===== src/rtl/qcc_pkg.sv =====
package qcc_pkg;

   localparam int MAX_STRIDE = 32;
   localparam int POS_W = $clog2(MAX_STRIDE);
   localparam int CNT_W = $clog2(MAX_STRIDE + 1);
   localparam int SYM_W = 8;
   localparam int KIND_W = 3;
   localparam int COST_W = 8;
   localparam int COVER_W = 6;
   localparam int STRIDE_W = 6;
   localparam int CSR_IDX_W = 2;
   localparam int CSR_DATA_W = (STRIDE_W > SYM_W) ? STRIDE_W : SYM_W;
   localparam int BITS_PER_SYM = 6;
   localparam int COST_BASE = 2;
   localparam int COST_SHORT = 2;
   localparam int COST_CALC_W = CNT_W + 4;

   typedef enum logic [KIND_W-1:0] {
      KIND_REPEAT  = 3'd0,
      KIND_RUN_A   = 3'd1,
      KIND_RUN_B   = 3'd2,
      KIND_LITERAL = 3'd3,
      KIND_TAIL    = 3'd4
   } kind_type;

   typedef enum logic [CSR_IDX_W-1:0] {
      CSR_STRIDE      = 2'd0,
      CSR_FIRST_FREQ  = 2'd1,
      CSR_SECOND_FREQ = 2'd2
   } csr_index_type;

   typedef struct packed {
      logic [STRIDE_W-1:0] stride;
      logic [SYM_W-1:0]    first_freq;
      logic [SYM_W-1:0]    second_freq;
   } cfg_type;

   typedef struct packed {
      logic                valid;
      kind_type            kind;
      logic [COST_W-1:0]   cost_bits;
      logic [COVER_W-1:0]  covered;
      logic                done;
   } result_type;

   function automatic logic [CNT_W-1:0] eff_stride(input logic [STRIDE_W-1:0] stride);
      if (stride == '0) begin
         return CNT_W'(1);
      end else if (int'(stride) > MAX_STRIDE) begin
         return CNT_W'(MAX_STRIDE);
      end else begin
         return CNT_W'(stride);
      end
   endfunction

   function automatic logic [COST_W-1:0] literal_cost(input logic [CNT_W-1:0] n);
      logic [COST_CALC_W-1:0] c;
      c = COST_CALC_W'(n) * COST_CALC_W'(BITS_PER_SYM) + COST_CALC_W'(COST_BASE);
      if (c > COST_CALC_W'({COST_W{1'b1}})) begin
         return '1;
      end else begin
         return COST_W'(c);
      end
   endfunction

   function automatic logic [COVER_W-1:0] covered_count(input logic [CNT_W-1:0] n);
      if (int'(n) > (1 << COVER_W) - 1) begin
         return '1;
      end else begin
         return COVER_W'(n);
      end
   endfunction

endpackage


===== src/rtl/qcc_req_if.sv =====
interface qcc_req_if;
   logic                       valid;
   logic                       ready;
   logic [qcc_pkg::SYM_W-1:0]  symbol;
   logic                       line_end;

   modport source (output valid, output symbol, output line_end, input ready);
   modport sink (input valid, input symbol, input line_end, output ready);
endinterface


===== src/rtl/qcc_rsp_if.sv =====
interface qcc_rsp_if;
   logic                         valid;
   logic                         ready;
   logic [qcc_pkg::KIND_W-1:0]   kind;
   logic [qcc_pkg::COST_W-1:0]   cost_bits;
   logic [qcc_pkg::COVER_W-1:0]  symbols_covered;
   logic                         line_done;

   modport source (output valid, output kind, output cost_bits, output symbols_covered,
                   output line_done, input ready);
   modport sink (input valid, input kind, input cost_bits, input symbols_covered,
                 input line_done, output ready);
endinterface


===== src/rtl/quality_chunk_classifier.sv =====
// a word is accepted into the input register and goes through a single pass of compare
// and classify logic; a word that closes a chunk or ends the line has its result
// registered in the result register on rsp_chan; one word per cycle is accepted, and a
// held result stalls the input only once both registers are full
// reset (synchronous, active high) clears line state, stride to 5 and the frequent
// chars to 0 and 1; chunk store contents are left unknown and are never read unwritten
module quality_chunk_classifier (
   input  logic                           clock,
   input  logic                           reset,
   qcc_req_if.sink                        req_chan,
   qcc_rsp_if.source                      rsp_chan,
   input  logic                           csr_we,
   input  logic [qcc_pkg::CSR_IDX_W-1:0]  csr_index,
   input  logic [qcc_pkg::CSR_DATA_W-1:0] csr_wdata
);

   qcc_pkg::cfg_type cfg_ff, cfg_in;

   logic                       in_valid_ff, in_valid_in;
   logic [qcc_pkg::SYM_W-1:0]  in_symbol_ff;
   logic                       in_line_end_ff;

   logic                       out_valid_ff;
   qcc_pkg::result_type        out_ff;

   qcc_pkg::result_type        res;
   logic                       advance;
   logic                       fire;
   logic                       accept;

   always_comb begin
      cfg_in = cfg_ff;
      if (csr_we) begin
         case (qcc_pkg::csr_index_type'(csr_index))
            qcc_pkg::CSR_STRIDE:      cfg_in.stride = qcc_pkg::STRIDE_W'(csr_wdata);
            qcc_pkg::CSR_FIRST_FREQ:  cfg_in.first_freq = qcc_pkg::SYM_W'(csr_wdata);
            qcc_pkg::CSR_SECOND_FREQ: cfg_in.second_freq = qcc_pkg::SYM_W'(csr_wdata);
            default:                  cfg_in = cfg_ff;
         endcase
      end
   end

   always_ff @(posedge clock) begin
      if (reset) begin
         cfg_ff.stride      <= qcc_pkg::STRIDE_W'(5);
         cfg_ff.first_freq  <= '0;
         cfg_ff.second_freq <= qcc_pkg::SYM_W'(1);
      end else begin
         cfg_ff <= cfg_in;
      end
   end

   // result register frees up when empty or being taken
   assign advance        = !out_valid_ff || rsp_chan.ready;
   assign fire           = in_valid_ff && advance;
   assign req_chan.ready = !in_valid_ff || advance;
   assign accept         = req_chan.valid && req_chan.ready;

   always_comb begin
      in_valid_in = in_valid_ff;
      if (accept) begin
         in_valid_in = 1'b1;
      end else if (fire) begin
         in_valid_in = 1'b0;
      end
   end

   always_ff @(posedge clock) begin
      if (reset) begin
         in_valid_ff <= 1'b0;
      end else begin
         in_valid_ff <= in_valid_in;
      end
   end

   always_ff @(posedge clock) begin
      if (accept) begin
         in_symbol_ff   <= req_chan.symbol;
         in_line_end_ff <= req_chan.line_end;
      end
   end

   qcc_classify u_classify (
      .clock    (clock),
      .reset    (reset),
      .fire     (fire),
      .symbol   (in_symbol_ff),
      .line_end (in_line_end_ff),
      .cfg      (cfg_ff),
      .res      (res)
   );

   always_ff @(posedge clock) begin
      if (reset) begin
         out_valid_ff <= 1'b0;
      end else if (advance) begin
         out_valid_ff <= fire && res.valid;
      end
   end

   always_ff @(posedge clock) begin
      if (fire && res.valid) begin
         out_ff <= res;
      end
   end

   assign rsp_chan.valid           = out_valid_ff;
   assign rsp_chan.kind            = out_ff.kind;
   assign rsp_chan.cost_bits       = out_ff.cost_bits;
   assign rsp_chan.symbols_covered = out_ff.covered;
   assign rsp_chan.line_done       = out_ff.done;

   a_short_cost: assert property (@(posedge clock) disable iff (reset)
      out_valid_ff && ((out_ff.kind == qcc_pkg::KIND_REPEAT)
                       || (out_ff.kind == qcc_pkg::KIND_RUN_A)
                       || (out_ff.kind == qcc_pkg::KIND_RUN_B))
      |-> (out_ff.cost_bits == qcc_pkg::COST_W'(qcc_pkg::COST_SHORT)))
      else $error("short chunk kind with wrong cost");

   a_input_word_held: assert property (@(posedge clock) disable iff (reset)
      in_valid_ff && !advance |=> in_valid_ff && $stable(in_symbol_ff)
                                  && $stable(in_line_end_ff))
      else $error("stalled input word lost");

endmodule


===== src/rtl/qcc_chunk_store.sv =====
// two banks: one collects the current chunk, the other holds the previous one
module qcc_chunk_store (
   input  logic                       clock,
   input  logic                       wr_en,
   input  logic                       bank_sel,
   input  logic [qcc_pkg::POS_W-1:0]  pos,
   input  logic [qcc_pkg::SYM_W-1:0]  wr_data,
   output logic [qcc_pkg::SYM_W-1:0]  rd_data
);

   logic [qcc_pkg::SYM_W-1:0] bank0_ff [qcc_pkg::MAX_STRIDE];
   logic [qcc_pkg::SYM_W-1:0] bank1_ff [qcc_pkg::MAX_STRIDE];

   always_ff @(posedge clock) begin
      if (wr_en) begin
         if (bank_sel) begin
            bank1_ff[pos] <= wr_data;
         end else begin
            bank0_ff[pos] <= wr_data;
         end
      end
   end

   assign rd_data = bank_sel ? bank0_ff[pos] : bank1_ff[pos];

endmodule


===== src/rtl/qcc_classify.sv =====
module qcc_classify (
   input  logic                       clock,
   input  logic                       reset,
   input  logic                       fire,
   input  logic [qcc_pkg::SYM_W-1:0]  symbol,
   input  logic                       line_end,
   input  qcc_pkg::cfg_type           cfg,
   output qcc_pkg::result_type        res
);

   logic [qcc_pkg::POS_W-1:0]  fill_ff, fill_in;
   logic                       prev_valid_ff, prev_valid_in;
   logic [qcc_pkg::CNT_W-1:0]  prev_len_ff, prev_len_in;
   logic [qcc_pkg::SYM_W-1:0]  run_a_ff, run_a_in;
   logic [qcc_pkg::SYM_W-1:0]  run_b_ff, run_b_in;
   logic [qcc_pkg::SYM_W-1:0]  first_ff, first_in;
   logic [2:0]                 flags_ff, flags_in;
   logic                       in_line_ff, in_line_in;
   logic                       bank_ff, bank_in;

   logic [qcc_pkg::SYM_W-1:0]  prev_byte;
   logic [qcc_pkg::SYM_W-1:0]  ra, rb, first_byte;
   logic [2:0]                 base;
   logic                       m_prev, m_a, m_b;
   logic [qcc_pkg::CNT_W-1:0]  n;
   logic                       close;

   qcc_chunk_store u_store (
      .clock    (clock),
      .wr_en    (fire),
      .bank_sel (bank_ff),
      .pos      (fill_ff),
      .wr_data  (symbol),
      .rd_data  (prev_byte)
   );

   always_comb begin
      ra         = in_line_ff ? run_a_ff : cfg.first_freq;
      rb         = in_line_ff ? run_b_ff : cfg.second_freq;
      first_byte = (fill_ff == '0) ? symbol : first_ff;
      base       = (fill_ff == '0) ? 3'b111 : flags_ff;
      // bit0 equals previous chunk, bit1 all equal a, bit2 all equal b
      m_prev     = base[0] && prev_valid_ff && (qcc_pkg::CNT_W'(fill_ff) < prev_len_ff)
                   && (prev_byte == symbol);
      m_a        = base[1] && (symbol == ra);
      m_b        = base[2] && (symbol == rb);
      n          = qcc_pkg::CNT_W'(fill_ff) + qcc_pkg::CNT_W'(1);
      close      = (n >= qcc_pkg::eff_stride(cfg.stride));

      fill_in       = fill_ff;
      prev_valid_in = prev_valid_ff;
      prev_len_in   = prev_len_ff;
      run_a_in      = run_a_ff;
      run_b_in      = run_b_ff;
      first_in      = first_ff;
      flags_in      = flags_ff;
      in_line_in    = in_line_ff;
      bank_in       = bank_ff;

      res.valid     = 1'b0;
      res.kind      = qcc_pkg::KIND_LITERAL;
      res.cost_bits = qcc_pkg::literal_cost(n);
      res.covered   = qcc_pkg::covered_count(n);
      res.done      = line_end;

      if (fire) begin
         first_in   = first_byte;
         flags_in   = {m_b, m_a, m_prev};
         run_a_in   = ra;
         run_b_in   = rb;
         in_line_in = 1'b1;
         fill_in    = qcc_pkg::POS_W'(n);

         if (close) begin
            res.valid = 1'b1;
            // a chunk opening on a but not all a stays literal, unless it repeats the previous chunk
            if (m_prev && (n == prev_len_ff)) begin
               res.kind = qcc_pkg::KIND_REPEAT;
            end else if (m_a) begin
               res.kind = qcc_pkg::KIND_RUN_A;
            end else if (first_byte == ra) begin
               res.kind = qcc_pkg::KIND_LITERAL;
            end else if (m_b) begin
               res.kind = qcc_pkg::KIND_RUN_B;
            end else begin
               res.kind = qcc_pkg::KIND_LITERAL;
            end
            if (res.kind != qcc_pkg::KIND_LITERAL) begin
               res.cost_bits = qcc_pkg::COST_W'(qcc_pkg::COST_SHORT);
            end

            if (first_byte == symbol) begin
               run_a_in = (first_byte == cfg.first_freq) ? cfg.second_freq : cfg.first_freq;
            end
            run_b_in = symbol;
            fill_in  = '0;

            if (line_end) begin
               prev_valid_in = 1'b0;
               prev_len_in   = '0;
               flags_in      = 3'b111;
               in_line_in    = 1'b0;
            end else begin
               prev_valid_in = 1'b1;
               prev_len_in   = n;
               bank_in       = ~bank_ff;
            end
         end else if (line_end) begin
            res.valid     = 1'b1;
            res.kind      = qcc_pkg::KIND_TAIL;
            fill_in       = '0;
            prev_valid_in = 1'b0;
            prev_len_in   = '0;
            flags_in      = 3'b111;
            in_line_in    = 1'b0;
         end
      end
   end

   always_ff @(posedge clock) begin
      if (reset) begin
         fill_ff       <= '0;
         prev_valid_ff <= 1'b0;
         prev_len_ff   <= '0;
         run_a_ff      <= '0;
         run_b_ff      <= qcc_pkg::SYM_W'(1);
         first_ff      <= '0;
         flags_ff      <= 3'b111;
         in_line_ff    <= 1'b0;
         bank_ff       <= 1'b0;
      end else begin
         fill_ff       <= fill_in;
         prev_valid_ff <= prev_valid_in;
         prev_len_ff   <= prev_len_in;
         run_a_ff      <= run_a_in;
         run_b_ff      <= run_b_in;
         first_ff      <= first_in;
         flags_ff      <= flags_in;
         in_line_ff    <= in_line_in;
         bank_ff       <= bank_in;
      end
   end

   a_line_end_clears: assert property (@(posedge clock) disable iff (reset)
      fire && line_end |=> !in_line_ff && !prev_valid_ff && (fill_ff == '0))
      else $error("line end did not clear line state");

   a_prev_len_nonzero: assert property (@(posedge clock) disable iff (reset)
      prev_valid_ff |-> (prev_len_ff != '0))
      else $error("previous chunk valid with zero length");

   a_tail_closes_line: assert property (@(posedge clock) disable iff (reset)
      res.valid && (res.kind == qcc_pkg::KIND_TAIL) |-> res.done)
      else $error("tail result without line done");

endmodule

===== src/flat_wrapper.sv =====
// flat-port wrapper written by rule: the top's interface ports become plain ports
module quality_chunk_classifier_flat 
  (clock, reset, csr_we, csr_index, csr_wdata, req_chan_valid, req_chan_symbol, req_chan_line_end, req_chan_ready, rsp_chan_valid, rsp_chan_kind, rsp_chan_cost_bits, rsp_chan_symbols_covered, rsp_chan_line_done, rsp_chan_ready);
  qcc_req_if req_chan_i ();
  qcc_rsp_if rsp_chan_i ();
  input  logic clock;
  input  logic reset;
  input  logic csr_we;
  input  logic [qcc_pkg::CSR_IDX_W-1:0] csr_index;
  input  logic [qcc_pkg::CSR_DATA_W-1:0] csr_wdata;
  input wire logic [$bits(req_chan_i.valid)-1:0] req_chan_valid;
  input wire logic [$bits(req_chan_i.symbol)-1:0] req_chan_symbol;
  input wire logic [$bits(req_chan_i.line_end)-1:0] req_chan_line_end;
  output wire logic [$bits(req_chan_i.ready)-1:0] req_chan_ready;
  output wire logic [$bits(rsp_chan_i.valid)-1:0] rsp_chan_valid;
  output wire logic [$bits(rsp_chan_i.kind)-1:0] rsp_chan_kind;
  output wire logic [$bits(rsp_chan_i.cost_bits)-1:0] rsp_chan_cost_bits;
  output wire logic [$bits(rsp_chan_i.symbols_covered)-1:0] rsp_chan_symbols_covered;
  output wire logic [$bits(rsp_chan_i.line_done)-1:0] rsp_chan_line_done;
  input wire logic [$bits(rsp_chan_i.ready)-1:0] rsp_chan_ready;
  assign req_chan_i.valid = req_chan_valid;
  assign req_chan_i.symbol = req_chan_symbol;
  assign req_chan_i.line_end = req_chan_line_end;
  assign req_chan_ready = req_chan_i.ready;
  assign rsp_chan_valid = rsp_chan_i.valid;
  assign rsp_chan_kind = rsp_chan_i.kind;
  assign rsp_chan_cost_bits = rsp_chan_i.cost_bits;
  assign rsp_chan_symbols_covered = rsp_chan_i.symbols_covered;
  assign rsp_chan_line_done = rsp_chan_i.line_done;
  assign rsp_chan_i.ready = rsp_chan_ready;
  quality_chunk_classifier u_core (.clock(clock), .reset(reset), .req_chan(req_chan_i), .rsp_chan(rsp_chan_i), .csr_we(csr_we), .csr_index(csr_index), .csr_wdata(csr_wdata));
endmodule

===== config.mk =====
export PLATFORM = sky130hd
export DESIGN_NAME = quality_chunk_classifier_flat
export DESIGN_NICKNAME = d
export VERILOG_FILES = /design/src/rtl/qcc_pkg.sv /design/src/rtl/qcc_req_if.sv /design/src/rtl/qcc_rsp_if.sv /design/src/rtl/quality_chunk_classifier.sv /design/src/rtl/qcc_chunk_store.sv /design/src/rtl/qcc_classify.sv /design/src/flat_wrapper.sv
export SDC_FILE = /design/constraint.sdc
export NUM_CORES = 1
export LEC_CHECK = 0
export BUFFER_PORTS_ARGS = -buffer_cell sky130_fd_sc_hd__clkbuf_2
export CAP_MARGIN = 10
export CORE_MARGIN = 8
export CORE_UTILIZATION = 40
export DETAILED_ROUTE_END_ITERATION = 8
export PLACE_DENSITY = 0.6
export SYNTH_ARGS = -nofsm -noshare
export SYNTH_HDL_FRONTEND = slang
export SYNTH_HIERARCHICAL = 1
export SYNTH_SLANG_ARGS = --single-unit

===== constraint.sdc =====
create_clock -name clock -period 3.7 [get_ports clock]
set_input_delay 0.37 -clock clock [delete_from_list [all_inputs] [get_ports clock]]
set_output_delay 0.37 -clock clock [all_outputs]
set_load 0.02 [all_outputs]

=== Word-level counts from Yosys, hierarchy flattened ===
Memory sizes are Yosys's and may differ from the RTL's. A register that Yosys moved wholly into a read port is not among the register bits.
Index checks and enable logic that the tools add are counted.

* Multiplexer cells: 44
* Bitwise operators: 2
* Eq/ne operators: 10
* $lt $le $gt $ge: 4
* Reduce and logical (&&, ||, !) cells: 23
* Multipliers: 1
* Add/sub/neg operators: 2

{| class="wikitable"
|+ Operators by type and width
! operator !! number
|-
| two-way mux 8 bit || 11
|-
| equality test 8 bit || 6
|-
| two-way mux 5 bit || 6
|-
| two-way mux 6 bit || 5
|-
| two-way mux 1 bit || 13
|-
| two-way mux 12 bit || 1
|-
| two-way mux 3 bit || 4
|-
| adder 9 x 2 -> 10 bit (second input constant) || 1
|-
| greater-than comparator 10 x 8 -> 1 bit (second input constant) || 1
|-
| logical AND 1 bit || 9
|-
| multiplier 6 x 2 -> 8 bit (second input constant) || 1
|-
| two-way mux 4 bit || 2
|-
| AND reduction 2 bit || 4
|-
| adder 5 x 1 -> 6 bit (second input constant) || 1
|-
| equality test 6 bit || 1
|-
| >= comparator 6 bit || 1
|-
| greater-than comparator 6 bit (second input constant) || 1
|-
| logical NOT 6 bit || 1
|-
| < comparator 5 x 6 -> 1 bit || 1
|-
| logical NOT 5 bit || 1
|-
| two-way mux 2 bit || 2
|-
| nonzero test 2 bit || 2
|-
| != test 3 x 2 -> 1 bit (second input constant) || 1
|-
| AND reduction 3 bit || 1
|-
| 6 further kinds || 9
|}

* Memories kept: 2
* Word-level logic and storage cells: 108
* Bits of input ports: 24
* Output and inout port bits: 20
* Bits in writable memories: 512
* Register bits: 92

{| class="wikitable"
|+ Memories
! memory !! words !! width !! rd ports !! clocked after Yosys merged registers in !! wr ports !! RTL line !! text
|-
| u_core.u_classify.u_store.bank0_ff || 32 || 8 || 1 || 1 || 1 || qcc_chunk_store.sv:11 || <nowiki>logic [qcc_pkg::SYM_W-1:0] bank0_ff [qcc_pkg::MAX_STRIDE];</nowiki>
|-
| u_core.u_classify.u_store.bank1_ff || 32 || 8 || 1 || 1 || 1 || qcc_chunk_store.sv:12 || <nowiki>logic [qcc_pkg::SYM_W-1:0] bank1_ff [qcc_pkg::MAX_STRIDE];</nowiki>
|}

=== Logic depth before layout (Yosys ltp) ===
* Word-level depth: 14
* Depth in mapped cells: 16
* Mapped depth without buffers: 12

=== Modules after synthesis ===
The synthesis kept the hierarchy.

{| class="wikitable"
|+ Modules (own cells, without submodules)
! module !! instances !! area an instance (µm²) !! cells an instance !! sequential area each (µm²)
|-
| qcc_chunk_store || 1 || 19955.4 || 947 || 15374.7
|-
| qcc_classify || 1 || 3806.2 || 487 || 820.8
|-
| quality_chunk_classifier || 1 || 1823.0 || 126 || 1291.2
|}

=== Least setup slack after synthesis ===
Ideal clock, no wire load.

* Path kind: reg-to-reg
* Start: register u_core/u_classify/fill_ff[0] in the netlist's numbering
* End: register u_core.out_ff, in the netlist u_core/rsp_chan.cost_bits[0] (enable)
* Cell stages (with the launch flop): 12
* Buffers on the path: 1
* Setup time: 395 ps
* Data required time: 3305 ps
* Arrival: 3245 ps
* Setup slack: 60 ps
* Clock period less this slack: 3640 ps
* Cells stage by stage: dfxtp_1 ha_1 clkbuf_1 nand3_1 xnor2_1 ha_1 a21o_1 a31o_2 o21ai_1 inv_1 nand2_1 nor2b_1

{| class="wikitable"
|+ RTL lines
! item !! RTL line !! text
|-
| start, declared || qcc_classify.sv:11 || <nowiki>logic [qcc_pkg::POS_W-1:0] fill_ff, fill_in;</nowiki>
|-
| start signal, assigned || qcc_classify.sv:132 || <nowiki>fill_ff <= fill_in;</nowiki>
|-
| end signal, assigned || quality_chunk_classifier.sv:103 || <nowiki>out_ff <= res;</nowiki>
|-
| end, declared || quality_chunk_classifier.sv:24 || <nowiki>qcc_pkg::result_type out_ff;</nowiki>
|}

==> qor.txt <==
CLOCKING
-----------------------------------------------------------------------------------------------
Total clock buffers created by CTS                                                           61
Maximum level of the CTS H-tree                                                               2
TritonCTS clock tree                                                                       done
Source-to-sink clock delay at the later pin of the worst-skew pair                      0.61 ns
Clock input transition at the sequential cells of the worst setup and hold paths        0.06 ns
Number of clock sinks                                                                       604
Root cell of the clock tree                                                           clkbuf_16
Number of buffers on the longest clock path                                                   3

LAYOUT
-----------------------------------------------------------------------------------------------
Share of cells above drive strength 1                                                     24.2%
Area Growth Syn to Fin                                                                    16.8%
Count of antenna diodes in the layout                                                         0
Total Nets Final                                                                           1790
Total of fill cells in the finished design                                                 5356

STA
-----------------------------------------------------------------------------------------------
Final Setup Violations                                                                        8
Final worst hold slack                                                                0.0436 ns
Final worst path period need                                                            3.73 ns
Max-slew violation total from the final report                                                0
Highest attainable clock frequency                                                      268 MHz
Share of the clock period used by the worst path after layout                              101%
Worst Tran Pin Value                                                                   0.886 ns
Final Hold Violating Endpoints                                                                0
Post-route clock skew                                                                 0.0156 ns
Setup slack after layout                                                             -0.0346 ns
Max-slew headroom at the worst pin                                                        40.7%
TNS Setup                                                                             -0.195 ns
RSZ-0062 raised after global routing                                                       true

PLACE
-----------------------------------------------------------------------------------------------
HPWL reported at the end of detailed placement                                          39.2 mm
Worst slack after detailed placement                                                  -0.368 ns
Routability cong.                                                                         0.835
Port Buffers                                                                                 43

DIE
-----------------------------------------------------------------------------------------------
Total Die Area                                                                       0.0723 mm²
Floorplan Core Area                                                                  0.0632 mm²
Number of placement rows                                                                     92
Width of the die                                                                         269 µm
Vertical die dimension                                                                   269 µm
Initial Util                                                                              40.5%
Number of top-level design ports                                                             44

YOSYS
-----------------------------------------------------------------------------------------------
Cell variety after synth                                                                     73
Number of enable flip-flop cells after synthesis                                            539
Top post-synthesis cells by area                                                   edfxtp_1, mux4_2, dfxtp_1, mux2i_1, nor2_1
Warnings, synthesis                                                                           6
Flop and latch count out of synthesis                                                       604
Cell type with the largest total area after synthesis                                  edfxtp_1
Synthesized Nets                                                                           1604
Proportion of synthesized chip area in sequential cells                                   68.3%
Area of the mapped netlist                                                           0.0256 mm²
Instance count of the mapped netlist                                                       1560
Share of synthesized flip-flops with an asynchronous set or reset                            0%
Dominant synthesized flop cell                                                         edfxtp_1
Fraction of synthesized cell area taken by the top area cell type                         63.3%
Mean Syn Cell Area                                                                     16.4 µm²

FLOW RUN
-----------------------------------------------------------------------------------------------
Count of max-cap constraint violations                                                        0

POWER
-----------------------------------------------------------------------------------------------
Power density normalized to cell area                                                469 mW/mm²
Maximum ir drop on the vdd rail                                                        0.411 mV
Static leakage power                                                                    9.80 nW

GLOBAL ROUTING
-----------------------------------------------------------------------------------------------
Met1 Use GR                                                                               22.1%
Maximum number of pins on one net before global-route repair                                 66
Global routing met3 resource utilization                                                  3.36%
Vias in the first global route                                                            14600
Overall Global Routing Usage                                                              16.5%
Total grt overflow                                                                            0
Busiest grt layer                                                                          met2
Met2 layer usage reported by global route                                                 27.1%
Global-route wire length before repair                                                  91.2 mm
Antenna violations before repair                                                              0

SETUP PATH
-----------------------------------------------------------------------------------------------
CP Capture Point                                                                   u_core/rsp_chan.cost_bits[0]
Data required time of the worst path                                                    4.05 ns
Critical Path Source Type                                                              register
Worst reg2reg endpoint                                                             u_core/rsp_chan.cost_bits[0]
Arr. time, crit path                                                                    4.09 ns
Critical path class                                                                  reg -> reg
Top fanout value on the critical path                                                        11
Origin of the critical flop-to-flop path                                           u_core/u_classify/fill_ff[0]
Launching instance or port of the critical path                                    u_core/u_classify/fill_ff[0]
Worst reg-to-reg path cell count                                                             16
Element type at the critical path end                                                  register
Worst R2R Setup Slack                                                                  -0.03 ns

ROUTING
-----------------------------------------------------------------------------------------------
Number of detailed-route iterations in the first pass                                         5
Detailed-route wire length                                                              59.6 mm
DRC violations left                                                                           0
Via-to-Cell Ratio                                                                          5.47
Initial DRC Count                                                                          1243
Number of nets with antenna violations after detailed routing                                 0
DR vias                                                                                   14400
Average routed wire per standard cell                                                   22.6 µm

STATUS
-----------------------------------------------------------------------------------------------
Outcome                                                                            finished, violations left
Failing checks                                                                     setup timing

MIN PATH
-----------------------------------------------------------------------------------------------
Classification of the worst-slack hold path                                           in -> reg

cell usage after synthesis, drive strengths merged (11+ instances only):
cell and number:
edfxtp 539, nor2 129, mux4 113, mux2i 88
nand2 66, dfxtp 65, buf 54, nand2b 44
xnor2 40, clkbuf 39, nor3 33, a21oi 32
inv 23, nand3 23, xor2 20, ha 19
o22ai 19, a31oi 16, a22o 13, nor3b 13
mux2 12, a211o 11, a22oi 11, nand4 11
nor2b 11
logic make-up (layout without fill, tap and decap cells):
group,count (synthesis),count (layout),share of synthesized area (%)
AOI/OAI and AO/OA,177,177,5.08
DFF,604,604,68.3
muxes,213,213,13.9
xor gates and xnor gates,60,60,2.11
buffers and inverters,116,343,2.38
and+or+nand+nor,370,370,7.15
adders and majority gates,20,20,1.01
power by group:
part | total [mW] | switching (mW) | internal (mW)
logic | 0.633 | 0.368 | 0.265
registers | 7.51 | 0.0491 | 7.46
clock network | 5.88 | 2.46 | 3.43
worst max-delay path, stage by stage (launching register included):
cell      delay (ns)
dfxtp_4         0.38
buf_12          0.13
buf_12          0.15
mux4_2          0.50
a22o_1          0.27
a221oi_1        0.33
buf_4           0.21
a31oi_1         0.10
xnor2_1         0.14
nand4_1         0.18
nor3_4          0.28
buf_4           0.15
and3_1          0.13
nand4_1         0.12
a31oi_1         0.15
buf_4           0.17
nor3_1          0.06
area by class of cell:
| cell class | instances | area, µm² | share of cell area [%] |
|---|---|---|---|
| multi-input cells | 840 | 7590 | 25.4 |
| repair buffers | 216 | 1760 | 5.90 |
| clock inverters | 21 | 250 | 0.837 |
| well taps | 846 | 1060 | 3.54 |
| inverters | 23 | 86.3 | 0.289 |
| flip-flops and latches | 604 | 17500 | 58.6 |
| clock buffers | 83 | 1640 | 5.49 |
registers in the layout, summed over array words and instances, names as in the netlist, 5 cells and up:
name and cells:
u_core/u_classify/u_store/bank0_ff 256, u_core/u_classify/u_store/bank1_ff 256, u_core/cfg_ff 22, u_core/in_symbol_ff 8, u_core/rsp_chan.cost_bits 8, u_core/u_classify/first_ff 8
u_core/u_classify/run_a_ff 8, u_core/u_classify/run_b_ff 8, u_core/rsp_chan.symbols_covered 6, u_core/u_classify/prev_len_ff 6, u_core/u_classify/fill_ff 5
through the flow:
stage	total power, mW	util, %	instances	cell area, µm²
2_1_floorplan	8.05	-	1560	25600
4_1_cts	14.2	47.2	2633	29800
3_3_place_gp	8.25	43.7	2504	27600
5_1_grt	14.5	47.3	2633	29900
3_5_place_dp	8.26	43.7	2504	27600
6_report	14.0	47.3	2633	29900
how the worst min path moves through the flow:
stage                                        from                       endpoint  slack (ns)  cells past startpoint
global placement    u_core/u_classify/run_a_ff[2]  u_core/u_classify/run_a_ff[2]        0.45                      1
finish                               csr_wdata[7]              u_core/cfg_ff[15]        0.04                      3
global route                         csr_wdata[7]               u_core/cfg_ff[7]        0.04                      3
detailed placement  u_core/u_classify/run_a_ff[4]  u_core/u_classify/run_a_ff[4]        0.46                      1
CTS                                  csr_wdata[7]              u_core/cfg_ff[15]       0.006                      3
floorplan           u_core/u_classify/flags_ff[0]  u_core/u_classify/flags_ff[0]        0.44                      1
cells in the final DEF (no fill, tap or decap), types with 6 or more instances in the layout:
master,netlist,final
a32o_1,8,8
a22o_1,13,13
mux2_1,7,7
o211ai_1,10,10
buf_12,0,16
xnor2_1,39,39
clkinv_2,0,6
o21a_1,6,6
a21oi_1,32,32
dfxtp_1,65,62
clkbuf_1,39,20
clkbuf_16,0,62
a221o_1,6,6
nor3_1,33,25
nand2_1,66,65
nand2b_1,44,43
a31oi_1,16,16
mux4_2,113,113
inv_1,23,23
ha_1,19,19
nor2b_1,11,10
nor2_1,129,129
nand4_1,11,11
o22ai_1,19,19
edfxtp_1,539,539
a22oi_1,11,11
nor4_1,6,6
clkbuf_2,0,43
nand3_1,22,21
buf_4,12,143
a211o_1,11,11
mux2i_1,88,88
nor3b_1,13,13
dlygate4sd3_1,0,10
xor2_1,19,19
and3_1,10,10
layer usage:
layer  share of wire [%]  vias to the layer above
met3                 6.6                      103
met2                  48                      436
met1                  42                     7378
met5                   0                        -
met4                 2.9                        0
li1                    -                     6497
what timing repair did:
action	4_1_cts	5_1_grt
buffers inserted	15	0
pin swaps	5	4
resized for setup	13	14
endpoints found under the setup margin	10	10
endpoints found under the hold margin	10	0
hold buffers	10	0
Note: power is estimated with default switching activity, not from simulation.
